`src/rtl/assert_macros.svh`:
```
// Assertion macros for the RTL files.
// No dependencies; each file that asserts includes this header.
`ifndef ASSERT_MACROS_SVH
`define ASSERT_MACROS_SVH

// Clocked check, disabled while reset is applied.
`define ASSERT_CLK(label, clk_sig, rst_sig, prop, msg) \
    label: assert property (@(posedge clk_sig) disable iff (!rst_sig) (prop)) \
        else $error(msg);

// Implication check, disabled while reset is applied.
`define ASSERT_IMPL(label, clk_sig, rst_sig, ante, cons, msg) \
    `ASSERT_CLK(label, clk_sig, rst_sig, (ante) |-> (cons), msg)

`endif

```
`src/rtl/jsu_pkg.sv`:
```
// Package for the JSON string unescape core: phase codes, status codes,
// character constants and the hex digit decode. No dependencies.
package jsu_pkg;

    // Decoder phase codes
    localparam logic [1:0] PH_IDLE = 2'd0;
    localparam logic [1:0] PH_STR  = 2'd1;
    localparam logic [1:0] PH_ESC  = 2'd2;
    localparam logic [1:0] PH_HEX  = 2'd3;

    // Result status codes
    localparam logic [2:0] ST_BYTE    = 3'd0;
    localparam logic [2:0] ST_CLOSED  = 3'd1;
    localparam logic [2:0] ST_NO_OPEN = 3'd2;
    localparam logic [2:0] ST_END_ESC = 3'd3;
    localparam logic [2:0] ST_BAD_HEX = 3'd4;
    localparam logic [2:0] ST_BAD_ESC = 3'd5;
    localparam logic [2:0] ST_UNTERM  = 3'd6;

    // Characters
    localparam logic [7:0] CH_QUOTE = 8'h22;
    localparam logic [7:0] CH_BSL   = 8'h5C;
    localparam logic [7:0] CH_SLASH = 8'h2F;
    localparam logic [7:0] CH_B     = 8'h62;
    localparam logic [7:0] CH_F     = 8'h66;
    localparam logic [7:0] CH_N     = 8'h6E;
    localparam logic [7:0] CH_R     = 8'h72;
    localparam logic [7:0] CH_T     = 8'h74;
    localparam logic [7:0] CH_U     = 8'h75;
    localparam logic [7:0] CTL_BS   = 8'h08;
    localparam logic [7:0] CTL_FF   = 8'h0C;
    localparam logic [7:0] CTL_LF   = 8'h0A;
    localparam logic [7:0] CTL_CR   = 8'h0D;
    localparam logic [7:0] CTL_TAB  = 8'h09;

    localparam logic [15:0] ASCII_MAX   = 16'h007F;
    localparam logic [7:0]  REPL_RESET  = 8'h3F;

    typedef struct packed {
        logic       ok;
        logic [3:0] value;
    } hex_digit_t;

    // Decode one ASCII hex digit
    function automatic hex_digit_t hex_decode(input logic [7:0] b);
        hex_digit_t r;
        r.ok    = 1'b1;
        r.value = 4'd0;
        if (b >= 8'h30 && b <= 8'h39)
            r.value = 4'(b - 8'h30);
        else if (b >= 8'h61 && b <= 8'h66)
            r.value = 4'(b - 8'h57);
        else if (b >= 8'h41 && b <= 8'h46)
            r.value = 4'(b - 8'h37);
        else
            r.ok = 1'b0;
        return r;
    endfunction

endpackage

```
`src/rtl/json_string_unescape_core.sv`:
```
// JSON string literal unescaper: input register, decode logic, result register.
// Depends on jsu_pkg and assert_macros.svh.
//
//  channel | dir | handshake               | payload
//  s       | in  | s_tvalid / s_tready     | s_tdata: in_byte, s_tuser: at_end
//  m       | out | m_tvalid / m_tready     | m_tdata: out_byte, m_tuser: status
//  cfg     | in  | cfg_valid / cfg_ready   | cfg_data: replacement_char
//
// One item per cycle sustained while the result side is not stalled; a result
// passes through the input register, then the result register.
// An item in the input register waits only when it has a result and the
// result register is full and stalled; items without a result never wait.
// Reset returns the decoder to idle and replacement_char to '?'.
// cfg_ready is always high.
`include "assert_macros.svh"

module json_string_unescape_core (
    input  logic       clk,
    input  logic       rst_n,
    input  logic       s_tvalid,
    output logic       s_tready,
    input  logic [7:0] s_tdata,   // [7:0] in_byte
    input  logic [0:0] s_tuser,   // [0] at_end
    output logic       m_tvalid,
    input  logic       m_tready,
    output logic [7:0] m_tdata,   // [7:0] out_byte
    output logic [2:0] m_tuser,   // [2:0] status
    input  logic       cfg_valid,
    output logic       cfg_ready,
    input  logic [7:0] cfg_data   // [7:0] replacement_char
);

    logic        in_valid_reg;
    logic [7:0]  in_byte_reg;
    logic        in_end_reg;
    logic [1:0]  phase_reg, phase_next;
    logic [1:0]  hex_cnt_reg, hex_cnt_next;
    logic [15:0] acc_reg, acc_next;
    logic [7:0]  repl_reg;
    logic        out_valid_reg;
    logic [7:0]  out_byte_reg;
    logic [2:0]  out_status_reg;

    logic        res_valid;
    logic [7:0]  res_byte;
    logic [2:0]  res_status;
    logic        out_free;
    logic        advance;
    jsu_pkg::hex_digit_t hd;
    logic [15:0] acc_shift;

    assign cfg_ready = 1'b1;
    assign out_free  = !out_valid_reg || m_tready;
    assign advance   = in_valid_reg && (!res_valid || out_free);
    assign s_tready  = !in_valid_reg || advance;

    assign m_tvalid = out_valid_reg;
    assign m_tdata  = out_byte_reg;
    assign m_tuser  = out_status_reg;

    assign hd        = jsu_pkg::hex_decode(in_byte_reg);
    assign acc_shift = {acc_reg[11:0], hd.value};

    // Decode of the item held in the input register
    always_comb
    begin
        res_valid    = 1'b0;
        res_byte     = 8'h00;
        res_status   = jsu_pkg::ST_BYTE;
        phase_next   = phase_reg;
        hex_cnt_next = hex_cnt_reg;
        acc_next     = acc_reg;
        unique case (phase_reg)
            jsu_pkg::PH_STR:
            begin
                if (in_end_reg)
                begin
                    res_valid  = 1'b1;
                    res_status = jsu_pkg::ST_UNTERM;
                    phase_next = jsu_pkg::PH_IDLE;
                end
                else if (in_byte_reg == jsu_pkg::CH_QUOTE)
                begin
                    res_valid  = 1'b1;
                    res_status = jsu_pkg::ST_CLOSED;
                    phase_next = jsu_pkg::PH_IDLE;
                end
                else if (in_byte_reg == jsu_pkg::CH_BSL)
                begin
                    phase_next = jsu_pkg::PH_ESC;
                end
                else
                begin
                    res_valid = 1'b1;
                    res_byte  = in_byte_reg;
                end
            end
            jsu_pkg::PH_ESC:
            begin
                res_valid  = 1'b1;
                phase_next = jsu_pkg::PH_STR;
                if (in_end_reg)
                begin
                    res_status = jsu_pkg::ST_END_ESC;
                    phase_next = jsu_pkg::PH_IDLE;
                end
                else
                begin
                    unique case (in_byte_reg)
                        jsu_pkg::CH_QUOTE: res_byte = jsu_pkg::CH_QUOTE;
                        jsu_pkg::CH_BSL:   res_byte = jsu_pkg::CH_BSL;
                        jsu_pkg::CH_SLASH: res_byte = jsu_pkg::CH_SLASH;
                        jsu_pkg::CH_B:     res_byte = jsu_pkg::CTL_BS;
                        jsu_pkg::CH_F:     res_byte = jsu_pkg::CTL_FF;
                        jsu_pkg::CH_N:     res_byte = jsu_pkg::CTL_LF;
                        jsu_pkg::CH_R:     res_byte = jsu_pkg::CTL_CR;
                        jsu_pkg::CH_T:     res_byte = jsu_pkg::CTL_TAB;
                        jsu_pkg::CH_U:
                        begin
                            res_valid    = 1'b0;
                            phase_next   = jsu_pkg::PH_HEX;
                            hex_cnt_next = 2'd0;
                            acc_next     = 16'h0000;
                        end
                        default:
                        begin
                            res_status = jsu_pkg::ST_BAD_ESC;
                            phase_next = jsu_pkg::PH_IDLE;
                        end
                    endcase
                end
            end
            jsu_pkg::PH_HEX:
            begin
                if (in_end_reg || !hd.ok)
                begin
                    res_valid    = 1'b1;
                    res_status   = jsu_pkg::ST_BAD_HEX;
                    phase_next   = jsu_pkg::PH_IDLE;
                    hex_cnt_next = 2'd0;
                    acc_next     = 16'h0000;
                end
                else if (hex_cnt_reg != 2'd3)
                begin
                    hex_cnt_next = hex_cnt_reg + 2'd1;
                    acc_next     = acc_shift;
                end
                else
                begin
                    // fourth digit: emit the code or the replacement byte
                    res_valid    = 1'b1;
                    res_byte     = (acc_shift <= jsu_pkg::ASCII_MAX) ? acc_shift[7:0]
                                                                     : repl_reg;
                    phase_next   = jsu_pkg::PH_STR;
                    hex_cnt_next = 2'd0;
                    acc_next     = 16'h0000;
                end
            end
            jsu_pkg::PH_IDLE:
            begin
                if (!in_end_reg)
                begin
                    if (in_byte_reg == jsu_pkg::CH_QUOTE)
                    begin
                        phase_next = jsu_pkg::PH_STR;
                    end
                    else
                    begin
                        res_valid  = 1'b1;
                        res_status = jsu_pkg::ST_NO_OPEN;
                    end
                end
            end
        endcase
    end

    // Control registers
    always_ff @(posedge clk or negedge rst_n)
    begin
        if (!rst_n)
        begin
            in_valid_reg  <= 1'b0;
            out_valid_reg <= 1'b0;
            phase_reg     <= jsu_pkg::PH_IDLE;
            hex_cnt_reg   <= 2'd0;
            acc_reg       <= 16'h0000;
            repl_reg      <= jsu_pkg::REPL_RESET;
        end
        else
        begin
            if (s_tready)
                in_valid_reg <= s_tvalid;
            if (advance)
            begin
                phase_reg   <= phase_next;
                hex_cnt_reg <= hex_cnt_next;
                acc_reg     <= acc_next;
            end
            if (advance && res_valid)
                out_valid_reg <= 1'b1;
            else if (m_tready)
                out_valid_reg <= 1'b0;
            if (cfg_valid && cfg_ready)
                repl_reg <= cfg_data;
        end
    end

    // Payload registers
    always_ff @(posedge clk)
    begin
        if (s_tready && s_tvalid)
        begin
            in_byte_reg <= s_tdata;
            in_end_reg  <= s_tuser[0];
        end
        if (advance && res_valid)
        begin
            out_byte_reg   <= res_byte;
            out_status_reg <= res_status;
        end
    end

    // Checks
    `ASSERT_IMPL(a_cnt_only_in_hex, clk, rst_n, hex_cnt_reg != 2'd0,
        phase_reg == jsu_pkg::PH_HEX, "hex digit count set outside hex phase")
    `ASSERT_IMPL(a_acc_only_in_hex, clk, rst_n, acc_reg != 16'h0000,
        phase_reg == jsu_pkg::PH_HEX, "code accumulator set outside hex phase")
    `ASSERT_IMPL(a_no_overwrite, clk, rst_n, advance && res_valid,
        !out_valid_reg || m_tready, "result register overwritten while stalled")
    `ASSERT_CLK(a_in_hold, clk, rst_n,
        in_valid_reg && !advance |=> in_valid_reg && $stable(in_byte_reg)
            && $stable(in_end_reg), "blocked input item lost or changed")

endmodule

```
`config.mk`:
```
export PLATFORM = sky130hd
export DESIGN_NAME = json_string_unescape_core
export DESIGN_NICKNAME = d
export VERILOG_FILES = /design/src/rtl/jsu_pkg.sv /design/src/rtl/json_string_unescape_core.sv
export VERILOG_INCLUDE_DIRS = /design/src /design/src/rtl
export SDC_FILE = /design/constraint.sdc
export NUM_CORES = 1
export LEC_CHECK = 0
export ABC_AREA = 1
export BUFFER_PORTS_ARGS = -buffer_cell sky130_fd_sc_hd__buf_2
export CAP_MARGIN = 30
export CELL_PAD_IN_SITES_DETAIL_PLACEMENT = 2
export CELL_PAD_IN_SITES_GLOBAL_PLACEMENT = 2
export CORE_MARGIN = 2
export CORE_UTILIZATION = 31
export DETAILED_ROUTE_END_ITERATION = 10
export HOLD_SLACK_MARGIN = 0.05
export PLACE_DENSITY_LB_ADDON = 0.1
export SLEW_MARGIN = 20
export SYNTH_ARGS = -nofsm -noshare
export SYNTH_HDL_FRONTEND = slang
export SYNTH_SLANG_ARGS = --single-unit
```
`constraint.sdc`:
```
create_clock -name clk -period 2 [get_ports clk]
set_input_delay 0 -clock clk [delete_from_list [all_inputs] [get_ports clk]]
set_output_delay 0 -clock clk [all_outputs]
set_load 0.02 [all_outputs]
```
After elaboration in Yosys (flattened, before gate mapping)
Index checks and enable logic that the tools add are counted.
- reduce and logical (&&, ||, !) cells: 21
- eq/ne operators: 19
- add/subtract/negate cells: 4
- $lt $le $gt $ge: 7
- mux-type cells: 55
- operators with widths (cell ; number):
    $eq A8 B7 Y1 const B ; 7
    $pmux W7 S8 ; 1
    $mux W12 ; 4
    $mux W8 ; 6
    $mux W2 ; 14
    $pmux W12 S2 ; 1
    $pmux W8 S3 ; 1
    $eq A8 B6 Y1 const B ; 2
    $ge A8 B7 Y1 const B ; 2
    $le A16 B7 Y1 const B ; 1
    $le A8 B7 Y1 const B ; 2
    $mux W1 ; 15
    $mux W3 ; 4
    $mux W4 ; 3
    $pmux W3 S4 ; 1
    $ne A2 B2 Y1 const B ; 5
    $reduce_or A9 Y1 ; 1
    $ge A8 B6 Y1 const B ; 1
    $le A8 B6 Y1 const B ; 1
    $pmux W2 S2 ; 2
    $pmux W2 S4 ; 1
    $reduce_or A8 Y1 ; 1
    $sub A4 B3 Y4 const B ; 2
    $mux W7 ; 1
    14 further kinds ; 27
- output and inout port bits: 14
- input port bits: 22
- flip-flop bits (word level): 46
- word-level logic and storage cells: 116

Depth between registers and ports, before layout
- word-level depth: 14
- gate-level depth with buffers: 14
- gate-level depth less buffers: 14

Worst setup path after synthesis
No wires, ideal clock.
- kind: flip-flop to flip-flop
- start: reg in_byte_reg[0]
- end: reg in_byte_reg[0] (enable)
- data required time: 1.671 ns
- setup time: 0.329 ns
- setup slack: -0.308 ns
- period minus slack after synthesis: 2.308 ns
- buffers on the path: 0
- arrival time: 1.979 ns
- cell stages (with the launch flop): 15
- cell sequence: edfxtp_1 -> inv_1 -> ha_1 -> inv_1 -> nand3_1 -> nand2_1 -> nor2_2 -> nand3_4 -> nand2_4 -> nand2_4 -> nand2_1 -> inv_1 -> nand3_1 -> nand2_1 -> inv_1
- longest elaborated chain between the ends: 14
- elaborated cells between the ends (all ways): 31
- those cells by class: 6 x order compare; 3 x eq/ne; 12 x mux; 10 x reduce/logical
- RTL lines (element ; line ; text):
    start, declared ; json_string_unescape_core.sv:34 ; logic [7:0] in_byte_reg;
    start signal, assigned ; json_string_unescape_core.sv:213 ; in_byte_reg <= s_tdata;
    $ge A8 B7 Y1 / $le A8 B7 Y1 (equally long branches) ; jsu_pkg.sv:53 ; else if (b >= 8'h41 && b <= 8'h46)
    $logic_and A1 B1 Y1 ; jsu_pkg.sv:53 ;
    $mux W1 ; jsu_pkg.sv:53 ;
    $mux W1 ; jsu_pkg.sv:51 ; else if (b >= 8'h61 && b <= 8'h66)
    $mux W1 ; jsu_pkg.sv:49 ; if (b >= 8'h30 && b <= 8'h39)
    $logic_not A1 Y1 ; json_string_unescape_core.sv:135 ; if (in_end_reg || !hd.ok)
    $logic_or A1 B1 Y1 ; json_string_unescape_core.sv:135 ;
    $mux W1 ; json_string_unescape_core.sv:135 ;
    $pmux W1 S4 (*) ; json_string_unescape_core.sv:73 ; unique case (phase_reg)
    $logic_not A1 Y1 (*) ; json_string_unescape_core.sv:54 ; assign advance = in_valid_reg && (!res_valid || out_free);
    $logic_or A1 B1 Y1 (*) ; json_string_unescape_core.sv:54 ;
    $logic_and A1 B1 Y1 (*) ; json_string_unescape_core.sv:54 ;
    $logic_or A1 B1 Y1 (*) ; json_string_unescape_core.sv:55 ; assign s_tready = !in_valid_reg || advance;
    via s_tready ; json_string_unescape_core.sv:21 ; output logic s_tready,
    $logic_and A1 B1 Y1 (*) ; json_string_unescape_core.sv:211 ; if (s_tready && s_tvalid)
Mark *: on every way through the listed nets, which the timed path passes. The rest lies on a longest branch.
A chain may end at the register's enable or synchronous reset.

Final worst setup path
- start: reg in_byte_reg[0]
- end: reg out_byte_reg[5] (netlist: m_tdata[5]), data pin
- longest elaborated chain between the ends: 10
- elaborated cells between the ends (all ways): 38
- those cells by class: 3 x add/sub; 7 x order compare; 8 x eq/ne; 15 x mux; 5 x reduce/logical
- RTL lines (element ; line ; text):
    $ge A8 B7 Y1 / $le A8 B7 Y1 (equally long branches) ; jsu_pkg.sv:53 ;
    $logic_and A1 B1 Y1 ; jsu_pkg.sv:53 ;
    $mux W4 ; jsu_pkg.sv:53 ;
    $mux W4 ; jsu_pkg.sv:51 ;
    $mux W4 ; jsu_pkg.sv:49 ;
    $le A16 B7 Y1 ; json_string_unescape_core.sv:152 ; res_byte = (acc_shift <= jsu_pkg::ASCII_MAX) ? acc_shift[7:0]
    $mux W8 ; json_string_unescape_core.sv:152 ;
    $mux W8 ; json_string_unescape_core.sv:143 ; else if (hex_cnt_reg != 2'd3)
    $mux W8 ; json_string_unescape_core.sv:135 ;
    $pmux W8 S3 (*) ; json_string_unescape_core.sv:73 ;
    via res_byte[5] ; json_string_unescape_core.sv:45 ; logic [7:0] res_byte;
    end signal, assigned ; json_string_unescape_core.sv:218 ; out_byte_reg <= res_byte;
    end, declared ; json_string_unescape_core.sv:41 ; logic [7:0] out_byte_reg;
Marked as above.

==> metrics.yaml <==
wirelength_mm: 12.4
vdd_drop_max_uv: 362
final_util_pct: 52.2
worst_slew_pin_slew_ps: 647
clkTransAtPathRegs_ps: 100
power.switching_mw: 1.52
period_share_pct: 114
area_growth_pct: 64.7
total_power_mw: 3.63
rr_startpoint: "in_byte_reg[0]"
drt.antenna.violating_nets: 0
final_common_cell: "nand2_1"
hold_path_end: "repl_reg[6]"
power_density_nw_per_um2: 805
antenna_found_initial: 0
hold_viol_final: 0
drt-wirelength-per-cell_um: 21.7
r2r_cells: 14
start_kind: "flop"
final_nets: 493
setup_tns_ps: -8190
cp.required_ps: 2200
grt_pass1_vias: 3071
place_area_um2: 3420
num_rows: 34
post-place-ws_ps: -193
firstDrtPassIters: 4
synth-seq-cells: 46
avgSynthCellArea_um2: 8.35
port_buffers: 34
die-area_um2: 9600
setup_violations: 47
clock_sinks: 46
drive_above_1_share_pct: 48.2
clock_latency_ps: 330
whs_ps: 105
min_from: "cfg_valid"
synthDistinctLibCells: 35
arrival_ps: 2490
maxSlewViolCount: 0
crit_path_end_kind: "flop"
antennaDiodeCount: 0
power.internal_mw: 2.11
cts_tree: "yes"
h-tree-depth: 2
fin_ws_ps: -284
dp_hpwl_mm: 6.77
holdCritPathClass: "in2reg"
clockPowerShare_pct: 17.8
power_frac_comb_pct: 46.3
yosysWarnings: 0
whs_path_depth: 3
vias_per_cell: 5.02
fin_skew_ps: 12.6
fp.dieW_um: 98.0
die_h_um: 98.0
fmax_ghz: 0.438
initial_core_util_pct: 31.7
design_area_um2: 4510
ff2ff_setup_slack_ps: -280
relSlewSlack_pct: 56.9
grt_max_degree: 27
ys_seq_area_share_pct: 46.0
coreArea_um2: 8640
drt_iter0_markers: 99
dp.cells: 506
netlist_area_um2: 2740
rr_endpoint: "m_tdata[5]"
largest_reg_flops: 12
drc: 0
layout.cells.non_filler: 571
drv_cap: 0
clk_path_buf_depth: 2
grtUsageTotal_pct: 22.7
seq_power_share_pct: 36.0
violations: "negative setup slack"
worstSetupPathType: "reg2reg"
finalWorstPathRequiredPeriod_ps: 2280
boundaryPins: 36
synth_nets: 359
switching_share_pct: 41.8
cts_root_buf: "clkbuf_8"
status: "finished, violations left"
leakage_nw: 2.11
grt_pass1_wl_mm: 16.8
gr-total-overflow: 0
critPathMaxFanout: 7
vias: 2869
grt_setup_unrepaired: "true"
numCtsBuffers: 5
synthCells: 328
final_cell_mix: "nand2_1 (65), buf_4 (46), buf_2 (33)"
gp_congestion: 0.785
synthesized netlist by cell type:
master / number / area [µm²]
a21oi_1: 11 / 55.1
a22oi_1: 1 / 7.51
a31oi_1: 3 / 18.8
a32oi_1: 1 / 8.76
buf_4: 1 / 7.51
buf_6: 2 / 22.5
clkbuf_1: 2 / 7.51
clkinv_1: 1 / 3.75
conb_1: 1 / 3.75
dfrtp_1: 20 / 500
dfstp_2: 6 / 158
edfxtp_1: 20 / 601
ha_1: 9 / 113
inv_1: 40 / 150
inv_2: 4 / 15.0
mux2_2: 2 / 22.5
nand2_1: 94 / 353
nand2_2: 9 / 56.3
nand2_4: 3 / 33.8
nand3_1: 22 / 110
nand3_2: 1 / 10.0
nand3_4: 3 / 52.6
nand3b_1: 1 / 7.51
nand4_1: 3 / 18.8
nor2_1: 23 / 86.3
nor2_2: 7 / 43.8
nor3_1: 1 / 5.00
nor3_2: 1 / 10.0
nor3_4: 2 / 32.5
o211ai_1: 4 / 30.0
o21ai_0: 15 / 75.1
o21ai_1: 2 / 10.0
o21ai_2: 11 / 96.3
o31ai_1: 1 / 7.51
or2_1: 1 / 6.26
timing repair:
action,4_1_cts,5_1_grt
resized for setup,54,50
hold endpoints to repair,39,0
cloned,4,2
setup endpoints to repair,46,47
hold buffers,30,0
pin swaps,21,18
setup buffers,12,11
how the worst max path moves through the flow:
stage | endpoint | slack [ps] | start
finish | m_tdata[5] | -280 | in_byte_reg[0]
global route | m_tdata[5] | -400 | in_byte_reg[0]
CTS | s_tready | -140 | in_byte_reg[0]
detailed placement | m_tdata[2] | -190 | in_byte_reg[0]
global placement | m_tdata[1] | -100 | in_byte_reg[0]
floorplan | m_tdata[0] | 6 | in_byte_reg[0]
worst max-delay path: stages (launching register included):
cell and delay, ps:
edfxtp_1 460, buf_4 170, buf_4 130, nand3_1 160
nand3_2 110, nand2_2 100, nand3_4 110, buf_12 150
nor3_4 180, buf_6 170, buf_12 110, nand2_4 40
o211ai_1 90, nand2_1 100, inv_1 70
layer usage:
layer	track usage (%)	vias up	routed length (µm)
met5	0	-	0
met1	27.5	1439	5030
met2	43.0	63	6610
li1	-	1336	-
met3	2.65	31	369
met4	4.59	0	399
power by group through the flow:
stage / logic [mW] / registers, mW / clock network (mW)
CTS: 1.48 / 1.31 / 0.647
floorplan: 0.561 / 1.44 / 0
global route: 1.80 / 1.32 / 0.690
global placement: 1.17 / 1.32 / 0
finish: 1.68 / 1.31 / 0.645
detailed placement: 1.22 / 1.32 / 0
cell type report:
cell class / instances / area [µm²]
Multi-Input combinational cell: 232 / 1650
Sequential cell: 46 / 1260
Timing Repair Buffer: 130 / 1160
Clock inverter: 3 / 25.0
Tap cell: 108 / 135
Timing Repair inverter: 2 / 18.8
Fill cell: 923 / 4120
Inverter: 45 / 195
Clock buffer: 5 / 68.8
kinds of logic (layout without fill, tap and decap cells):
group           count (synthesis)  after routing  synth area share, %
buf+inv                        50            185                 7.54
flops                          46             46                 46.0
fa+ha+maj                       9              9                 4.11
other cells                     1              1                0.137
compound gates                 49             49                 11.3
mux                             2              2                0.822
simple gates                  171            171                 30.2
Note: power is estimated with default switching activity, not from simulation.
